$ cat config.mk
export PLATFORM = sky130hd
export DESIGN_NAME = voxel_slab_column_encoder_core
export DESIGN_NICKNAME = d
export VERILOG_FILES = /design/src/hdl/vsce_pkg.sv /design/src/hdl/voxel_slab_column_encoder_core.sv
export SDC_FILE = /design/constraint.sdc
export NUM_CORES = 2
export LEC_CHECK = 0
export ABC_CLOCK_PERIOD_IN_PS = 4100
export BUFFER_PORTS_ARGS = -buffer_cell sky130_fd_sc_hd__buf_2
export CORE_MARGIN = 4
export CORE_UTILIZATION = 35
export CTS_BUF_LIST = sky130_fd_sc_hd__clkbuf_8
export CTS_CLUSTER_SIZE = 8
export DETAILED_ROUTE_END_ITERATION = 10
export SLEW_MARGIN = 20
export SYNTH_ARGS = -nofsm -noshare
export SYNTH_HDL_FRONTEND = slang
export SYNTH_SLANG_ARGS = --single-unit
$ cat constraint.sdc
create_clock -name clk -period 4.1 [get_ports clk]
set_input_delay 0.41 -clock clk [delete_from_list [all_inputs] [get_ports clk]]
set_output_delay 0.41 -clock clk [all_outputs]
set_load 0.02 [all_outputs]
$ cat src/hdl/vsce_pkg.sv
package vsce_pkg;

  // Field types of the input and result items.
  typedef logic [5:0]  face_t;
  typedef logic [7:0]  color_t;
  typedef logic [63:0] word_t;
  typedef logic [3:0]  bcnt_t;
  typedef logic [9:0]  colbytes_t;

  // Bytes in one packed result word.
  localparam bcnt_t WORD_BYTES = 4'd8;

  // Saturation value of the per-column byte total.
  localparam colbytes_t COL_BYTES_MAX = 10'd1023;

endpackage

$ cat src/hdl/voxel_slab_column_encoder_core.sv
// An item is checked, written into the slab state and finished; each slab it closes flushes three header
// bytes and one byte per color, and a stalling result side holds the flush.
// Throughput: one item at a time; the byte packer and the color store read port
// move one byte per cycle while the result side takes full words without a stall.
// Reset: synchronous active-low rst_n clears depth, slab state, column total and the
// handshake; the color store is not cleared and is only read where it was written.
module voxel_slab_column_encoder_core #(
  parameter int MAX_HEIGHT  = 255,
  parameter int STORE_DEPTH = 256
) (
  input  logic                clk,
  input  logic                rst_n,
  // Input channel.
  input  logic                in_valid,
  output logic                in_stall,
  input  vsce_pkg::face_t     in_face_mask,
  input  vsce_pkg::color_t    in_color_index,
  input  logic                in_column_end,
  // Result channel.
  output logic                out_valid,
  input  logic                out_stall,
  output vsce_pkg::word_t     out_packed_bytes,
  output vsce_pkg::bcnt_t     out_byte_count,
  output logic                out_column_done,
  output vsce_pkg::colbytes_t out_column_bytes,
  output logic                out_last_of_run
);
  import vsce_pkg::*;

  localparam int AW = (STORE_DEPTH > 1) ? $clog2(STORE_DEPTH) : 1;
  localparam logic [7:0] MaxH = 8'(MAX_HEIGHT);
  localparam logic [7:0] CapLen = 8'((STORE_DEPTH < 255) ? STORE_DEPTH : 255);

  typedef enum logic [2:0] {
    S_IDLE,
    S_CHECK,
    S_TOP,
    S_LEN,
    S_FACES,
    S_COLOR,
    S_WRITE,
    S_FINISH
  } state_t;

  state_t     state_r;
  face_t      fm_r;
  color_t     col_r;
  logic       end_r;
  logic       vis_r;
  logic       second_r;
  logic [7:0] depth_r;
  logic       open_r;
  logic [7:0] top_r;
  logic [7:0] len_r;
  face_t      faces_r;
  colbytes_t  total_r;
  word_t      acc_r;
  bcnt_t      acc_cnt_r;
  logic [7:0] k_r;
  color_t     rd_data_r;

  word_t      out_bytes_r;
  bcnt_t      out_cnt_r;
  logic       out_valid_r;
  logic       out_done_r;
  colbytes_t  out_colbytes_r;
  logic       out_last_r;

  color_t     color_mem [STORE_DEPTH];

  logic          z_ok;
  logic          vis;
  logic          cont;
  logic          flush_a;
  logic          out_free;
  logic          emit_state;
  logic          put_ok;
  logic          acc_full;
  logic          out_load;
  logic [7:0]    k_nxt;
  logic          last_color;
  color_t        cur_byte;
  logic          rd_en;
  logic [AW-1:0] rd_addr;
  logic          wr_en;
  logic [AW-1:0] wr_addr;

  // Slab decisions for the voxel at the current depth.
  assign z_ok    = depth_r < MaxH;
  assign vis     = z_ok && (fm_r != '0);
  assign cont    = ({1'b0, top_r} + {1'b0, len_r}) == {1'b0, depth_r};
  assign flush_a = vis && open_r && (!cont || (len_r >= CapLen));

  // The byte packer moves one byte a cycle; a full word must first leave for the output.
  assign out_free   = !out_valid_r || !out_stall;
  assign emit_state = (state_r == S_TOP) || (state_r == S_LEN) ||
                      (state_r == S_FACES) || (state_r == S_COLOR);
  assign acc_full   = (acc_cnt_r == WORD_BYTES);
  assign put_ok     = emit_state && (!acc_full || out_free);
  assign k_nxt      = k_r + 8'd1;
  assign last_color = (k_nxt == len_r);

  // A word enters the output register when the packer is full or the item ends.
  assign out_load = (put_ok && acc_full) ||
                    ((state_r == S_FINISH) && ((acc_cnt_r != '0) || end_r) && out_free);

  // Byte selected for the slab stream.
  always_comb begin
    unique case (state_r)
      S_TOP:   cur_byte = top_r;
      S_LEN:   cur_byte = len_r;
      S_FACES: cur_byte = {2'b00, faces_r};
      default: cur_byte = rd_data_r;
    endcase
  end

  // Color store ports: prefetch the next color while the current byte is packed.
  assign rd_en   = put_ok && ((state_r == S_FACES) || ((state_r == S_COLOR) && !last_color));
  assign rd_addr = (state_r == S_FACES) ? '0 : k_nxt[AW-1:0];
  assign wr_en   = (state_r == S_WRITE) && vis_r;
  assign wr_addr = open_r ? len_r[AW-1:0] : '0;

  always_ff @(posedge clk) begin
    if (wr_en) begin
      color_mem[wr_addr] <= col_r;
    end
  end

  always_ff @(posedge clk) begin
    if (rd_en) begin
      rd_data_r <= color_mem[rd_addr];
    end
  end

  // Sequencer, slab state, byte packer and output register.
  always_ff @(posedge clk) begin
    if (!rst_n) begin
      state_r     <= S_IDLE;
      depth_r     <= '0;
      open_r      <= 1'b0;
      top_r       <= '0;
      len_r       <= '0;
      faces_r     <= '0;
      total_r     <= '0;
      acc_r       <= '0;
      acc_cnt_r   <= '0;
      out_valid_r <= 1'b0;
      second_r    <= 1'b0;
      vis_r       <= 1'b0;
      k_r         <= '0;
    end else begin
      // The output register loads a word or empties once the receiver takes it.
      if (out_load) begin
        out_valid_r <= 1'b1;
      end else if (!out_stall) begin
        out_valid_r <= 1'b0;
      end

      // Common byte push for all stream states.
      if (put_ok) begin
        if (acc_full) begin
          out_bytes_r    <= acc_r;
          out_cnt_r      <= acc_cnt_r;
          out_done_r     <= 1'b0;
          out_colbytes_r <= '0;
          out_last_r     <= 1'b0;
          acc_r          <= {56'd0, cur_byte};
          acc_cnt_r      <= 4'd1;
        end else begin
          acc_r[{acc_cnt_r[2:0], 3'b000} +: 8] <= cur_byte;
          acc_cnt_r <= acc_cnt_r + 4'd1;
        end
        if (total_r != COL_BYTES_MAX) begin
          total_r <= total_r + 10'd1;
        end
      end

      unique case (state_r)
        S_IDLE: begin
          if (in_valid) begin
            fm_r    <= in_face_mask;
            col_r   <= in_color_index;
            end_r   <= in_column_end;
            state_r <= S_CHECK;
          end
        end
        S_CHECK: begin
          vis_r <= vis;
          if (flush_a) begin
            second_r <= 1'b0;
            state_r  <= S_TOP;
          end else begin
            state_r <= S_WRITE;
          end
        end
        S_TOP: begin
          k_r <= '0;
          if (put_ok) begin
            state_r <= S_LEN;
          end
        end
        S_LEN: begin
          if (put_ok) begin
            state_r <= S_FACES;
          end
        end
        S_FACES: begin
          if (put_ok) begin
            state_r <= S_COLOR;
          end
        end
        S_COLOR: begin
          if (put_ok) begin
            if (last_color) begin
              open_r  <= 1'b0;
              state_r <= second_r ? S_FINISH : S_WRITE;
            end else begin
              k_r <= k_nxt;
            end
          end
        end
        S_WRITE: begin
          // Append the voxel to the open slab, or open a new one at this depth.
          if (vis_r) begin
            len_r   <= open_r ? (len_r + 8'd1) : 8'd1;
            faces_r <= (open_r ? faces_r : '0) | fm_r;
            if (!open_r) begin
              top_r <= depth_r;
            end
            open_r <= 1'b1;
          end
          if (z_ok) begin
            depth_r <= depth_r + 8'd1;
          end
          if (end_r && (open_r || vis_r)) begin
            second_r <= 1'b1;
            state_r  <= S_TOP;
          end else begin
            state_r <= S_FINISH;
          end
        end
        S_FINISH: begin
          // Send the last partial word; a column end always sends one.
          if ((acc_cnt_r != '0) || end_r) begin
            if (out_free) begin
              out_bytes_r    <= acc_r;
              out_cnt_r      <= acc_cnt_r;
              out_done_r     <= end_r;
              out_colbytes_r <= end_r ? total_r : '0;
              out_last_r     <= 1'b1;
              acc_r          <= '0;
              acc_cnt_r      <= '0;
              if (end_r) begin
                total_r <= '0;
                depth_r <= '0;
                top_r   <= '0;
                len_r   <= '0;
                faces_r <= '0;
              end
              state_r <= S_IDLE;
            end
          end else begin
            state_r <= S_IDLE;
          end
        end
        default: begin
          state_r <= S_IDLE;
        end
      endcase
    end
  end

  assign in_stall         = (state_r != S_IDLE);
  assign out_valid        = out_valid_r;
  assign out_packed_bytes = out_bytes_r;
  assign out_byte_count   = out_cnt_r;
  assign out_column_done  = out_done_r;
  assign out_column_bytes = out_colbytes_r;
  assign out_last_of_run  = out_last_r;

  // A column report only rides on the final result of an item.
  a_done_is_last: assert property (@(posedge clk) disable iff (!rst_n)
    (out_valid && out_column_done) |-> out_last_of_run)
    else $error("column_done without last_of_run");

  // Every result but the last of an item carries a full word.
  a_full_words: assert property (@(posedge clk) disable iff (!rst_n)
    (out_valid && !out_last_of_run) |-> (out_byte_count == WORD_BYTES))
    else $error("partial word before the end of an item");

  // A slab never grows past the store capacity.
  a_slab_cap: assert property (@(posedge clk) disable iff (!rst_n)
    len_r <= CapLen)
    else $error("slab length beyond capacity");

  // The packer never holds more than one word.
  a_acc_bound: assert property (@(posedge clk) disable iff (!rst_n)
    acc_cnt_r <= WORD_BYTES)
    else $error("byte packer overflow");

endmodule
* Yosys cells after proc, flatten, opt, wreduce, memory -nomap -nowiden
Memory sizes are Yosys's and may differ from the RTL's. A register that Yosys moved wholly into a read port is not among the register bits. Cells that the tools add are included.
Cells by class: order comparisons 2, equality and inequality tests 28, add/sub/neg operators 7, reductions and logical operators 42, shifts and indexed selects 2, mux-type cells 89, bitwise logic cells 1
Operator list (count):
- $mux 64 | 10
- $mux 10 | 12
- $mux 8 | 12
- $bwmux 64 | 1
- $pmux 8 s2 | 4
- $shift 8x8->64 const A | 1
- $shiftx 8x8->64 | 1
- $mux 4 | 10
- $mux 3 | 10
- $mux 6 | 5
- $ne 2x2->1 const B | 13
- $add 8x1->8 const B | 3
- $pmux 3 s8 | 1
- $pmux 8 s3 | 1
- $mux 1 | 20
- $eq 3x3->1 const B | 4
- $pmux 6 s2 | 1
- $logic_and 1x1->1 | 11
- $add 10x1->10 const B | 1
- $logic_or 1x1->1 | 10
- $ne 10x10->1 const B | 1
- $reduce_and 5->1 | 2
- $add 8x8->9 | 1
- $eq 9x8->1 | 1
- other kinds (22) | 35
Word-level totals: output and inout port bits 82, input bits 19, memories 1, logic and storage cells 193, RAM bits 2048, bits in registers 218
Memories:
- color_mem | words 256, bits a word 8, read ports 1, clocked after memory_dff 1, wr ports 1, RTL line voxel_slab_column_encoder_core.sv:69 | color_t color_mem [STORE_DEPTH];

* Logic depth before layout (Yosys ltp)
depth after elaboration 10, mapped depth 15

* Worst setup path before layout
Ideal clock, no wire load.
path type reg-to-reg, start point register col_r[0], end point memory color_mem[0][0] (netlist bit), data pin, path slack 54 ps, buffers on the path 0, arrival 3228 ps, stages on the path, launching flop included 1, clock period less this slack 4046 ps, cell sequence edfxtp_1
RTL lines:
- start, declared | RTL line voxel_slab_column_encoder_core.sv:47 | color_t col_r;
- start signal, assigned | RTL line voxel_slab_column_encoder_core.sv:182 | col_r <= in_color_index;
- end, declared | RTL line voxel_slab_column_encoder_core.sv:69
No word-level cell before the write port.

* Worst setup path after layout
start point register state_r[1], end point register rd_data_r[5], read port of color_mem, data pin
Between the ends: longest elaborated chain between the ends 6
Ends and longest elaborated chain:
- start, declared | RTL line voxel_slab_column_encoder_core.sv:45 | state_t state_r;
- start signal, assigned | RTL line voxel_slab_column_encoder_core.sv:216 | state_r <= second_r ? S_FINISH : S_WRITE;
- $eq 3x2->1 | RTL line voxel_slab_column_encoder_core.sv:96 | assign emit_state = (state_r == S_TOP) || (state_r == S_LEN) ||
- $logic_or 1x1->1 (2 in a row) | RTL line voxel_slab_column_encoder_core.sv:96
- $logic_or 1x1->1 | RTL line voxel_slab_column_encoder_core.sv:97 | (state_r == S_FACES) || (state_r == S_COLOR);
- $logic_and 1x1->1 | RTL line voxel_slab_column_encoder_core.sv:99 | assign put_ok = emit_state && (!acc_full || out_free);
- $logic_and 1x1->1 | RTL line voxel_slab_column_encoder_core.sv:118 | assign rd_en = put_ok && ((state_r == S_FACES) || ((state_r == S_COLOR) && !last_color));
- end, declared | RTL line voxel_slab_column_encoder_core.sv:60 | color_t rd_data_r;
Several ways; a longest one is shown, not always the timed one. A chain may end at the register's enable or synchronous reset.

==> flow_results.xml <==
<?xml version="1.0" encoding="UTF-8"?>
<metrics>
  <group name="placed_design">
    <metric name="place.gp.congestion" unit="">0.9191</metric>
    <metric name="dpl.cell_count" unit="">10449</metric>
    <metric name="buffer_ports.inserted" unit="">100</metric>
    <metric name="detailedPlacementHpwl" unit="um">196900</metric>
    <metric name="placedInstanceArea" unit="um2">100300</metric>
  </group>
  <group name="cells_and_area">
    <metric name="final_cell_mix" unit="">sky130_fd_sc_hd__edfxtp_1 (2151), sky130_fd_sc_hd__nand2_1 (955), sky130_fd_sc_hd__nor2_1 (612)</metric>
    <metric name="combined_area_of_the_multi_input_logic_cells" unit="um2">23440</metric>
    <metric name="instances_no_fill" unit="">11142</metric>
    <metric name="flow.area_growth_from_synthesis" unit="%">15.29</metric>
    <metric name="seqCellArea" unit="um2">67060</metric>
    <metric name="mostFrequentLayoutCell" unit="">sky130_fd_sc_hd__edfxtp_1</metric>
    <metric name="final_layout_size_suffix_gt1_share" unit="%">15.45</metric>
    <metric name="nNetsFinal" unit="">7387</metric>
    <metric name="finalCoreUtilization" unit="%">40.69</metric>
    <metric name="fill_cells" unit="">24388</metric>
    <metric name="cell_area_after_layout" unit="um2">107100</metric>
  </group>
  <group name="clock_tree">
    <metric name="cts_buffer_depth" unit="">4</metric>
    <metric name="tritoncts_num_sinks" unit="">2274</metric>
    <metric name="clkLatencyLatePin" unit="ps">1140</metric>
    <metric name="clk_pin_slew" unit="ps">70</metric>
    <metric name="cts_tree" unit="">done</metric>
    <metric name="cts.root.buffer_cell" unit="">sky130_fd_sc_hd__clkbuf_8</metric>
    <metric name="cts_inserted_buffers" unit="">385</metric>
    <metric name="cts_max_level" unit="">5</metric>
  </group>
  <group name="synth">
    <metric name="synth_area" unit="um2">92900</metric>
    <metric name="synthDominantAreaCellType" unit="">sky130_fd_sc_hd__edfxtp_1</metric>
    <metric name="netlist_instances" unit="">6859</metric>
    <metric name="synth.distinct_cells" unit="">96</metric>
    <metric name="synth_sequential_area_ratio" unit="%">72.18</metric>
    <metric name="syn_avg_cell_area" unit="um2">13.54</metric>
    <metric name="synth_flop_cell" unit="">sky130_fd_sc_hd__edfxtp_1</metric>
    <metric name="yosys_warn_count" unit="">0</metric>
    <metric name="mappedNetlistNets" unit="">6898</metric>
    <metric name="synth-async-reset-ratio" unit="%">0</metric>
    <metric name="synth_edf_count" unit="">2151</metric>
    <metric name="synth.area.top_cells" unit="">sky130_fd_sc_hd__edfxtp_1 (70%), sky130_fd_sc_hd__nand2_1 (3.9%), sky130_fd_sc_hd__dfxtp_1 (2.7%)</metric>
    <metric name="synthesis_stage_register_bit_count" unit="">2274</metric>
    <metric name="synthDominantCellAreaShare" unit="%">69.53</metric>
  </group>
  <group name="grt">
    <metric name="grt_max_degree" unit="">199</metric>
    <metric name="grt_pass1_wl" unit="um">445500</metric>
    <metric name="antenna_found_initial" unit="">15</metric>
    <metric name="grt_remaining_overflow" unit="">0</metric>
    <metric name="first_global_vias" unit="">60728</metric>
    <metric name="global_route.usage.total" unit="%">22.17</metric>
  </group>
  <group name="timing">
    <metric name="maxSlewViolCount" unit="">0</metric>
    <metric name="clock.fmax" unit="GHz">0.2428</metric>
    <metric name="timing.slew.headroom" unit="%">22.90</metric>
    <metric name="period_share" unit="%">100.5</metric>
    <metric name="finalClockSkew" unit="ps">136.1</metric>
    <metric name="setup_viol" unit="">2</metric>
    <metric name="grt_setup_unrepaired" unit="">false</metric>
    <metric name="min_period" unit="ps">4119</metric>
    <metric name="finalHoldViolCount" unit="">0</metric>
    <metric name="worst_slew_pin_slew" unit="ps">1152</metric>
    <metric name="timing.final.ws_setup" unit="ps">-18.57</metric>
  </group>
  <group name="critical_path">
    <metric name="worst_ep_arrival" unit="ps">4960</metric>
    <metric name="r2r-start" unit="">state_r[1]</metric>
    <metric name="end_kind" unit="">register</metric>
    <metric name="crit_path_max_fanout" unit="">41</metric>
    <metric name="cp-startpoint" unit="">state_r[1]</metric>
    <metric name="worstPathRequired" unit="ps">4940</metric>
    <metric name="timing.setup.critical_path_class" unit="">register to register</metric>
    <metric name="cp-start-kind" unit="">register</metric>
  </group>
  <group name="floorplanning">
    <metric name="die_area" unit="um2">273700</metric>
    <metric name="fp.dieW" unit="um">523.2</metric>
    <metric name="effective_utilization_at_floorplan" unit="%">35.30</metric>
    <metric name="fp.dieH" unit="um">523.2</metric>
    <metric name="io_pins" unit="">101</metric>
    <metric name="std_cell_rows" unit="">188</metric>
    <metric name="floorplan.core_area" unit="um2">263200</metric>
  </group>
  <group name="outcome">
    <metric name="violations_in_the_final_reports" unit="">negative setup slack</metric>
    <metric name="outcome" unit="">complete, but fails checks</metric>
  </group>
  <group name="routing">
    <metric name="drc" unit="">0</metric>
    <metric name="wl_per_cell" unit="um">28.14</metric>
    <metric name="drt_iter0_drc" unit="">8953</metric>
    <metric name="route.vias.total" unit="">64179</metric>
    <metric name="detail_route.wirelength" unit="um">313600</metric>
    <metric name="antenna_violating_nets_post_route" unit="">0</metric>
    <metric name="viasPerCell" unit="">5.760</metric>
    <metric name="dr.pass1.iters" unit="">8</metric>
  </group>
  <group name="hold_path">
    <metric name="min-delay-path-class" unit="">primary input to register</metric>
    <metric name="worstHoldStart" unit="">in_color_index[4]</metric>
  </group>
  <group name="pwr">
    <metric name="max-vdd-ir-drop" unit="uV">354.6</metric>
    <metric name="power.leakage" unit="uW">0.03515</metric>
    <metric name="p_per_area" unit="nW/um2">504.6</metric>
  </group>
  <group name="job">
    <metric name="maxCapViolations" unit="">0</metric>
  </group>
</metrics>
## power breakdown
part	leakage (uW)	internal, uW	switching, uW	total (uW)
combinational	0.0109	3140	6650	9790
sequential	0.0204	26000	220	26300
clock	0.00391	8970	9020	18000
total	0.0351	38200	15900	54000
## worst paths after layout
| check | slack, ps | end | cells past startpoint |
|---|---|---|---|
| min | 120 | col_r[4] | 2 |
| max | -20 | rd_data_r[5] | 15 |
| max reg2reg | -20 | rd_data_r[5] | 15 |
| min reg2reg | 480 | out_packed_bytes[25] | 1 |
## area by class of cell
cell class / count / share of cell area, %
clock buffer: 392 / 5.037
tap: 3515 / 4.106
antenna: 14 / 0.03271
clock inverter: 260 / 1.051
inverter: 24 / 0.09112
multi-input combinational: 4043 / 21.88
timing repair buffer: 620 / 5.189
sequential: 2274 / 62.61
## Yosys cell counts, types with 123 or more instances
cell / count
sky130_fd_sc_hd__edfxtp_1: 2151
sky130_fd_sc_hd__nand2_1: 958
sky130_fd_sc_hd__nor2_1: 615
sky130_fd_sc_hd__nand3_1: 394
sky130_fd_sc_hd__buf_2: 275
sky130_fd_sc_hd__a21oi_1: 259
sky130_fd_sc_hd__o21ai_0: 203
sky130_fd_sc_hd__clkbuf_1: 169
sky130_fd_sc_hd__o211ai_1: 153
sky130_fd_sc_hd__mux2i_1: 139
sky130_fd_sc_hd__or3_1: 130
sky130_fd_sc_hd__dfxtp_1: 123
## per-layer routing
layer	wire length [um]	GRT usage, %	up-vias
met2	140800	33.88	3996
met3	34490	5.045	731
met4	14540	9.616	4
met1	123700	30.35	32208
met5	23	0	-
li1	-	-	27240
## logic make-up (layout without fill, tap and decap cells)
family / Yosys count / count (layout) / synth area share (%)
mux: 244 / 244 / 3.126
buf+inv: 543 / 1296 / 2.770
fa+ha+maj: 20 / 20 / 0.2774
other cells: 0 / 14 / 0
compound gates: 1334 / 1335 / 9.775
simple gates: 2403 / 2403 / 11.40
flops: 2274 / 2274 / 72.18
xor+xnor: 41 / 41 / 0.4781
## worst max-delay path, cell delays in order, from the launching register on
cell,delay [ps]
sky130_fd_sc_hd__dfxtp_1,400
sky130_fd_sc_hd__inv_1,90
sky130_fd_sc_hd__ha_1,180
sky130_fd_sc_hd__buf_4,220
sky130_fd_sc_hd__a21oi_1,340
sky130_fd_sc_hd__mux2i_4,160
sky130_fd_sc_hd__buf_12,220
sky130_fd_sc_hd__buf_12,200
sky130_fd_sc_hd__o221ai_1,210
sky130_fd_sc_hd__a21oi_1,160
sky130_fd_sc_hd__a311o_1,320
sky130_fd_sc_hd__a21oi_1,450
sky130_fd_sc_hd__buf_4,210
sky130_fd_sc_hd__o2111ai_1,240
sky130_fd_sc_hd__buf_4,220
sky130_fd_sc_hd__o2111a_1,130
## registers in the layout, summed over array words and instances (netlist names), 6 cells and up
name and flops:
color_mem 2048, acc_r 64, out_packed_bytes 64, out_column_bytes 10
total_r 10, col_r 8, depth_r 8, k_r 8
len_r 8, rd_data_r 8, top_r 8, faces_r 6
fm_r 6
## timing repair
item / 4_1_cts / 5_1_grt
setup endpoints to repair: 0 / 6
hold buffers: 18 / 0
setup buffers: 0 / 7
gates resized for setup: 0 / 2
endpoints found under the hold margin: 63 / 0
## metrics by stage
step | worst slack [ps] | power, uW | hold WS (ps) | TNS, ps
3_5_place_dp | 58.01 | 36250 | 470.1 | 0
6_report | -18.57 | 54050 | 124.2 | -36.80
2_1_floorplan | 54.27 | 32090 | 447.2 | 0
4_1_cts | 34.63 | 54040 | 11.50 | 0
3_3_place_gp | -2.611 | 36150 | 459.8 | -2.611
5_1_grt | 10.33 | 55840 | 53.99 | 0
(Power assumes the default switching activity.)
